$ cat src/design/lsrd_pkg.sv
// ----------------------------------------------------------------------------
// lsrd_pkg: shared constants for the laser scan reply decoder
// Field widths, framing constants, register indexes and result status codes.
// ----------------------------------------------------------------------------
`default_nettype none

package lsrd_pkg;

  // Field widths
  localparam int STEP_W   = 10;
  localparam int GROUP_W  = 2;
  localparam int DIST_W   = 12;
  localparam int DIGIT_W  = 6;
  localparam int CFG_IDX_W  = 3;
  localparam int CFG_DATA_W = 12;

  // Framing
  localparam int SYNC_LIMIT      = 2000;
  localparam int BYTE_CNT_W      = 11;
  localparam int POINTS_PER_LINE = 32;
  localparam int LINE_CNT_W      = $clog2(POINTS_PER_LINE + 1);
  localparam int HEADER_BYTES    = 11;
  localparam logic [7:0] CHAR_BIAS = 8'h30;
  localparam logic [7:0] SYNC_BYTE = 8'h47;   // 'G'

  // Divider sequencing: one quotient bit per cycle
  localparam int DIV_CNT_W = $clog2(STEP_W);

  // Configuration register indexes
  localparam logic [CFG_IDX_W-1:0] REG_FIRST_STEP   = 3'd0;
  localparam logic [CFG_IDX_W-1:0] REG_LAST_STEP    = 3'd1;
  localparam logic [CFG_IDX_W-1:0] REG_GROUP_SIZE   = 3'd2;
  localparam logic [CFG_IDX_W-1:0] REG_ANGLE_ORIGIN = 3'd3;
  localparam logic [CFG_IDX_W-1:0] REG_MIN_RANGE    = 3'd4;

  // Result status codes
  localparam logic ST_POINT   = 1'b0;
  localparam logic ST_TIMEOUT = 1'b1;

endpackage

`default_nettype wire

$ cat src/design/laser_scan_reply_decoder.sv
// A result item is presented in the cycle after the byte that completes it.
// Input: one byte per cycle while results drain and no division runs; a 'G'
//   byte stalls the input while the shift-subtract unit forms the point
//   count (last - first) / group one quotient bit per cycle.
// Reset (rst, synchronous): hunting for 'G', counters cleared, registers at defaults.
// ----------------------------------------------------------------------------
// laser_scan_reply_decoder: range scan reply decoder
// Hunts for the reply sync byte (reporting timeouts), skips the header, then decodes
// two-character six-bit distances into points with angle, index and last-point flag.
// ----------------------------------------------------------------------------
`default_nettype none

module laser_scan_reply_decoder (
  input  wire logic                           clk,
  input  wire logic                           rst,
  // byte input channel
  input  wire logic                           in_valid,
  output logic                                in_stall,
  input  wire logic [7:0]                     rx_byte,
  // result channel
  output logic                                out_valid,
  input  wire logic                           out_stall,
  output logic                                status,
  output logic [lsrd_pkg::DIST_W-1:0]         distance,
  output logic signed [lsrd_pkg::STEP_W-1:0]  point_angle,
  output logic [lsrd_pkg::STEP_W-1:0]         point_number,
  output logic                                last_point,
  // configuration write channel
  input  wire logic                           cfg_valid,
  output logic                                cfg_ready,
  input  wire logic [lsrd_pkg::CFG_IDX_W-1:0] cfg_index,
  input  wire logic [lsrd_pkg::CFG_DATA_W-1:0] cfg_data
);
  import lsrd_pkg::*;

  typedef enum logic [1:0] {
    PH_HUNT   = 2'd0,
    PH_HEADER = 2'd1,
    PH_DATA   = 2'd2
  } phase_t;

  typedef enum logic {
    S_IDLE,
    S_DIV
  } seq_t;

  // Configuration registers
  logic [STEP_W-1:0]  first_step;
  logic [STEP_W-1:0]  last_step;
  logic [GROUP_W-1:0] group_size;
  logic [STEP_W-1:0]  angle_origin;
  logic [DIST_W-1:0]  min_valid_range;

  // Decoder state
  seq_t                  seq;
  phase_t                phase;
  logic [BYTE_CNT_W-1:0] byte_count;
  logic [STEP_W-1:0]     points_total;
  logic [STEP_W-1:0]     point_count;
  logic [LINE_CNT_W-1:0] group_count;
  logic [DIGIT_W-1:0]    high_digit;
  logic                  second_char_pending;
  logic [STEP_W-1:0]     angle_now;

  // Divider state
  logic [STEP_W-1:0]    div_q;
  logic [GROUP_W-1:0]   div_rem;
  logic [GROUP_W-1:0]   div_g;
  logic [DIV_CNT_W-1:0] div_cnt;

  logic                  in_fire;
  logic                  res_load;
  logic [GROUP_W-1:0]    eff_group;
  logic [7:0]            char_diff;
  logic [DIGIT_W-1:0]    digit;
  logic [DIST_W-1:0]     dist_raw;
  logic [DIST_W-1:0]     dist_out;
  logic [BYTE_CNT_W:0]   byte_inc;
  logic [STEP_W:0]       point_inc;
  logic                  last_hit;
  logic [GROUP_W:0]      rem_sh;
  logic                  rem_ge;

  assign cfg_ready = 1'b1;
  assign in_stall  = (seq != S_IDLE) || (out_valid && out_stall);
  assign in_fire   = in_valid && !in_stall;

  // Byte decode helpers
  assign eff_group = (group_size == '0) ? GROUP_W'(1) : group_size;
  assign char_diff = rx_byte - CHAR_BIAS;
  assign digit     = char_diff[DIGIT_W-1:0];
  assign dist_raw  = {high_digit, digit};
  assign dist_out  = (dist_raw < min_valid_range) ? '0 : dist_raw;
  assign byte_inc  = {1'b0, byte_count} + 1'b1;
  assign point_inc = {1'b0, point_count} + 1'b1;
  assign last_hit  = point_inc >= {1'b0, points_total};

  // accepted byte yields a point or a sync timeout item
  assign res_load = in_fire &&
                    ((phase == PH_DATA) ? second_char_pending :
                     (phase != PH_HEADER) && (rx_byte != SYNC_BYTE) &&
                     (byte_inc >= (BYTE_CNT_W+1)'(SYNC_LIMIT)));

  // Shift-subtract step of the divider
  assign rem_sh = {div_rem, div_q[STEP_W-1]};
  assign rem_ge = rem_sh >= {1'b0, div_g};

  // Configuration writes
  always_ff @(posedge clk) begin
    if (rst) begin
      first_step      <= STEP_W'(44);
      last_step       <= STEP_W'(725);
      group_size      <= GROUP_W'(3);
      angle_origin    <= STEP_W'(341);
      min_valid_range <= DIST_W'(20);
    end else if (cfg_valid && cfg_ready) begin
      unique case (cfg_index)
        REG_FIRST_STEP:   first_step      <= cfg_data[STEP_W-1:0];
        REG_LAST_STEP:    last_step       <= cfg_data[STEP_W-1:0];
        REG_GROUP_SIZE:   group_size      <= cfg_data[GROUP_W-1:0];
        REG_ANGLE_ORIGIN: angle_origin    <= cfg_data[STEP_W-1:0];
        REG_MIN_RANGE:    min_valid_range <= cfg_data[DIST_W-1:0];
        default: ;
      endcase
    end
  end

  // Sequencer, decoder state and result register
  always_ff @(posedge clk) begin
    if (rst) begin
      seq                 <= S_IDLE;
      phase               <= PH_HUNT;
      byte_count          <= '0;
      points_total        <= '0;
      point_count         <= '0;
      group_count         <= '0;
      second_char_pending <= 1'b0;
      out_valid           <= 1'b0;
    end else begin
      // new item loaded, or the held one taken downstream
      if (res_load) begin
        out_valid <= 1'b1;
      end else if (!out_stall) begin
        out_valid <= 1'b0;
      end

      unique case (seq)
        S_IDLE: begin
          if (in_fire) begin
            unique case (phase)
              PH_HEADER: begin
                if (byte_inc >= (BYTE_CNT_W+1)'(HEADER_BYTES)) begin
                  byte_count <= '0;
                  phase      <= (points_total == '0) ? PH_HUNT : PH_DATA;
                end else begin
                  byte_count <= byte_inc[BYTE_CNT_W-1:0];
                end
              end

              PH_DATA: begin
                if (!second_char_pending) begin
                  // line feed between full lines of points
                  if (group_count >= LINE_CNT_W'(POINTS_PER_LINE)) begin
                    group_count <= '0;
                  end else begin
                    high_digit          <= digit;
                    second_char_pending <= 1'b1;
                  end
                end else begin
                  second_char_pending <= 1'b0;
                  status       <= ST_POINT;
                  distance     <= dist_out;
                  point_angle  <= angle_now;
                  point_number <= point_count;
                  last_point   <= last_hit;
                  angle_now    <= angle_now - STEP_W'(eff_group);
                  point_count  <= point_inc[STEP_W-1:0];
                  group_count  <= group_count + 1'b1;
                  if (last_hit) begin
                    phase      <= PH_HUNT;
                    byte_count <= '0;
                  end
                end
              end

              default: begin
                // hunting for the sync byte
                if (rx_byte == SYNC_BYTE) begin
                  phase               <= PH_HEADER;
                  byte_count          <= '0;
                  point_count         <= '0;
                  group_count         <= '0;
                  high_digit          <= '0;
                  second_char_pending <= 1'b0;
                  angle_now           <= angle_origin;
                  // launch the point count division
                  div_q   <= (last_step > first_step) ? (last_step - first_step) : '0;
                  div_rem <= '0;
                  div_g   <= eff_group;
                  div_cnt <= DIV_CNT_W'(STEP_W - 1);
                  seq     <= S_DIV;
                end else if (byte_inc >= (BYTE_CNT_W+1)'(SYNC_LIMIT)) begin
                  phase        <= PH_HUNT;
                  byte_count   <= '0;
                  status       <= ST_TIMEOUT;
                  distance     <= '0;
                  point_angle  <= '0;
                  point_number <= '0;
                  last_point   <= 1'b0;
                end else begin
                  phase      <= PH_HUNT;
                  byte_count <= byte_inc[BYTE_CNT_W-1:0];
                end
              end
            endcase
          end
        end

        S_DIV: begin
          // one quotient bit per cycle
          div_rem <= rem_ge ? GROUP_W'(rem_sh - {1'b0, div_g}) : rem_sh[GROUP_W-1:0];
          div_q   <= {div_q[STEP_W-2:0], rem_ge};
          div_cnt <= div_cnt - 1'b1;
          if (div_cnt == '0) begin
            points_total <= {div_q[STEP_W-2:0], rem_ge};
            seq          <= S_IDLE;
          end
        end

        default: seq <= S_IDLE;
      endcase
    end
  end

endmodule

`default_nettype wire

$ cat config.mk
export PLATFORM = sky130hd
export DESIGN_NAME = laser_scan_reply_decoder
export DESIGN_NICKNAME = d
export VERILOG_FILES = /design/src/design/lsrd_pkg.sv /design/src/design/laser_scan_reply_decoder.sv
export SDC_FILE = /design/constraint.sdc
export NUM_CORES = 1
export LEC_CHECK = 0
export BUFFER_PORTS_ARGS = -buffer_cell sky130_fd_sc_hd__buf_4
export CAP_MARGIN = 20
export CORE_ASPECT_RATIO = 1.2
export CORE_UTILIZATION = 60
export CTS_CLUSTER_DIAMETER = 200
export DETAILED_ROUTE_END_ITERATION = 16
export GPL_TIMING_DRIVEN = 0
export PLACE_DENSITY = 0.8
export SLEW_MARGIN = 30
export SYNTH_ARGS = -nofsm -noshare
export SYNTH_HDL_FRONTEND = slang
export SYNTH_SLANG_ARGS = --single-unit
$ cat constraint.sdc
create_clock -name clk -period 3.9 [get_ports clk]
set_clock_uncertainty 0.15 [all_clocks]
set_input_delay 0.585 -clock clk [delete_from_list [all_inputs] [get_ports clk]]
set_output_delay 0.585 -clock clk [all_outputs]
set_load 0.02 [all_outputs]
==> impl_results.md <==
- Flop and latch count out of synthesis: 154
- Number of detailed-route iterations in the first pass: 5
- Master of the slowest instance on the critical path: sky130_fd_sc_hd__dfxtp_1
- Critical path cell sequence: ha_1 > nand3_1 > nor3_2 > xor2_1 > ha_1 > a21oi_1 > nor2b_1 > a311oi_1 > o21ai_1 > o21ai_2 > clkbuf_2 > nor3_1 > a311o_1
- Power Internal: 2.70 mW
- Max Slew Vio Count: 0
- CP Capture Type: register
- Biggest registers after layout: distance x12, min_valid_range x12, byte_count x11
- Largest stage delay on the critical path: 0.46 ns
- Share of layout cells above drive strength 1: 11.5%
- Number of setup violations in the final report: 0
- Final Hold Fails: 0
- CTS Hold Buffers Added: 0
- Fin crit share: 93.8%
- Yosys top cell by area: sky130_fd_sc_hd__edfxtp_1
- DP Cell Count: 1079
- Initial standard-cell utilization of the core: 62.1%
- Total Routing Usage GR: 28.1%
- Core region area: 12800 um^2
- CTS buffer count: 17
- Die outline width: 107 um
- Filler-free cell count of the finished design: 1111
- Total cell area at the placement stage: 8610 um^2
- Seq/Total Area, Yosys: 47.4%
- Num Clock Sinks: 154
- Buffers added on ports: 62
- Clock-pin transition on the worst setup and hold timing paths: 0.06 ns
- Top-area cell type share of the netlist area: 25.7%
- Synthesized netlist cell count: 853
- Critical path fanouts, max: 10
- Detailed-route via count: 6523
- CP arrival: 3.82 ns
- Share of async-settable or async-resettable flops after synthesis: 0%
- Root Driver: sky130_fd_sc_hd__clkbuf_16
- Syn Std Cell Area: 7930 um^2
- Top Ports: 65
- Outcome: finished, final reports clean
- Layout Cell Area excl Fill: 9190 um^2
- Worst vdd ir: 0.319 mV
- Combinational share of power: 5.4%
- Final total negative setup slack: 0 ns
- Unrepaired setup endpoints after global routing: no
- Post-Synthesis Net Count: 928
- Floorplan row count: 45
- Vertical die dimension: 128 um
- Leading post-synthesis cells by cell area: sky130_fd_sc_hd__edfxtp_1 26%, sky130_fd_sc_hd__dfxtp_1 22%, sky130_fd_sc_hd__ha_1 7.1%
- Antenna violations before repair: 0
- Classification of the worst-slack hold path: input port to register
- Cell Pwr Density: 378 nW/um^2
- Number of synthesized flops with an enable pin: 68
- Most numerous cell types in the synthesized netlist: 131 x sky130_fd_sc_hd__nand2_1, 86 x sky130_fd_sc_hd__dfxtp_1, 82 x sky130_fd_sc_hd__a21oi_1
- NumNets Final: 1009
- CP bufs+invs: 1
- TritonCTS clock tree: yes
- Hold-critical path depth: 3
- Top cell family by delay on the critical path: compound AO/OA/AOI/OAI gates
- Commonest register cell after synthesis: sky130_fd_sc_hd__dfxtp_1
- Fraction of power spent switching nets: 22.3%
- Startpoint kind of the worst setup timing path: register
- # Post-CTS Setup Buffers: 0
- Post-detail-place hpwl: 13.2 mm
- Required time at the worst-slack endpoint: 4.06 ns
- Most used standard cell by instance count after synthesis: sky130_fd_sc_hd__nand2_1
- Worst reg2reg path endpoint: byte_count[10]
- Area Overhead vs Synth: 15.9%
- Worst slack, placed: -0.00228 ns
- Cell repeated most along the worst path: sky130_fd_sc_hd__ha_1
- Max clock buf depth: 2
- Relative contribution of the clock network to total power: 45.8%
- Reg-to-reg setup timing slack: 0.24 ns
- Wire length of the first global-routing pass: 29.5 mm
- Overall die area: 13700 um^2
- Post-synthesis area per instance: 9.30 um^2
- Worst hold slack: 0.253 ns
- Largest net degree at the start of global routing: 35
- Remaining max-slew budget at the tightest pin: 43.2%
- Residual DRC count: 0
- Switching power: 0.776 mW
- Routed wire length: 18.3 mm
- Post-route worst setup slack: 0.244 ns
- Weighted congestion reported at the end of routability-driven placement: 0.928
- Post-route total power: 3.48 mW
- Reg2reg path depth: 13
- Sequential Power Share: 48.9%
- Vias in the first global route: 6060
- Final cell utilization of the core: 71.9%
- Htree depth: 4
- Minimum period implied by the final worst setup slack: 3.66 ns
- Post-route ant nets: 0
- Slew at the pin closest to its max-slew limit: 0.846 ns
- Detailed-route wire length per cell: 16.4 um
- Hold path endpoint: min_valid_range[11]
- Sum of overflow across all layers after global routing: 0
- Max Clock Freq: 274 MHz
- Number of maximum-capacitance violations: 0
- Reg-to-Reg Start: point_count[0]
- Vias per inst: 5.87
- Diode insertion count for antenna repair: 0
- Post-synth cell types: 69
- Worst-Skew Late Latency: 0.43 ns
- Startpoint-to-endpoint class of the critical path: register to register
- Count of yosys warnings during synthesis: 0
- Drt first-iter violations: 407
- Worst min-delay path startpoint: cfg_data[11]
- Standby leakage power: 3.58 nW
==> final cells by class <==
cell class                 instances  area (um^2)
buffer                            44          183
clock buffer                      22          477
clock inverter                    10         85.1
fill                            1017         3590
inverter                          57          214
multi-input combinational        598         3800
sequential                       154         3760
tap                              164          205
timing repair buffer              62          465
==> kinds of logic after synthesis <==
logic type               synth area share, %
AND/OR/NAND/NOR                         21.9
AO/OA/AOI/OAI                           14.3
flip-flops                              47.4
buffers and inverters                   4.97
adder cells (fa/ha/maj)                 7.60
XOR/XNOR                                3.09
multiplexers                           0.647
other                                 0.0473
==> timing repair <==
item,CTS,global route
pin swaps,0,0
cloned,0,0
hold endpoints to repair,0,0
setup endpoints to repair,1,11
gates resized for setup,1,5
==> layout by cell type (no fill, tap or decap), drive strengths merged, types with 3 or more instances in the layout <==
master   Yosys  routed
nand2      131     131
dfxtp       86      86
a21oi       82      82
buf          8      70
edfxtp      68      68
inv         57      63
clkbuf      36      58
nor2        46      46
ha          45      45
and2        31      31
nand3       25      25
o21ai       24      24
xnor2       15      15
xor2        13      13
nor2b       13      13
nor3b       13      13
o211ai      13      13
nor3        13      13
and3        10      10
nor4         8       8
nand3b       8       8
a22o         8       8
nand4        8       8
a21o         7       7
nand2b       6       6
or3          6       6
or4          6       6
mux2i        4       4
a211oi       4       4
or4b         4       4
o21a         4       4
o2111ai      4       4
a22oi        4       4
and4         3       3
a311oi       3       3
clkinv       0       3
==> power by group through the flow <==
stage | registers, mW | clock network, mW | logic [mW]
final | 1.70 | 1.59 | 0.186
after global routing | 1.70 | 1.67 | 0.204
after CTS | 1.70 | 1.61 | 0.184
after detailed placement | 1.73 | 0 | 0.183
after global placement | 1.73 | 0 | 0.179
after floorplan | 1.73 | 0 | 0.115
==> worst register-to-register path, cell delays in order (launching register included) <==
cell                       delay (ns)
sky130_fd_sc_hd__dfxtp_1         0.46
sky130_fd_sc_hd__ha_1            0.27
sky130_fd_sc_hd__nand3_1         0.22
sky130_fd_sc_hd__nor3_2          0.39
sky130_fd_sc_hd__xor2_1          0.19
sky130_fd_sc_hd__ha_1            0.26
sky130_fd_sc_hd__a21oi_1         0.14
sky130_fd_sc_hd__nor2b_1         0.06
sky130_fd_sc_hd__a311oi_1        0.25
sky130_fd_sc_hd__o21ai_1         0.22
sky130_fd_sc_hd__o21ai_2         0.31
sky130_fd_sc_hd__clkbuf_2        0.28
sky130_fd_sc_hd__nor3_1          0.08
sky130_fd_sc_hd__a311o_1         0.26
==> worst max path at each step <==
stage / start / to / slack (ns) / depth (start not counted)
after floorplan: point_count[0] / byte_count[10] / 0.78 / 13
after global placement: point_count[0] / byte_count[10] / 0.02 / 13
after detailed placement: point_count[0] / byte_count[10] / -0.002 / 13
after CTS: point_count[0] / byte_count[10] / 0.07 / 13
after global routing: point_count[0] / byte_count[10] / 0.11 / 13
final: point_count[0] / byte_count[10] / 0.24 / 13
==> metal layers <==
metal  wire, um  GRT usage [%]  share of wire, %
met1       7800           35.9                43
met2       8880           45.6                49
met3       1120           5.80               6.1
met4        459           13.1               2.5
met5          0              0                 0
Note: power is estimated with default switching activity, not from simulation.
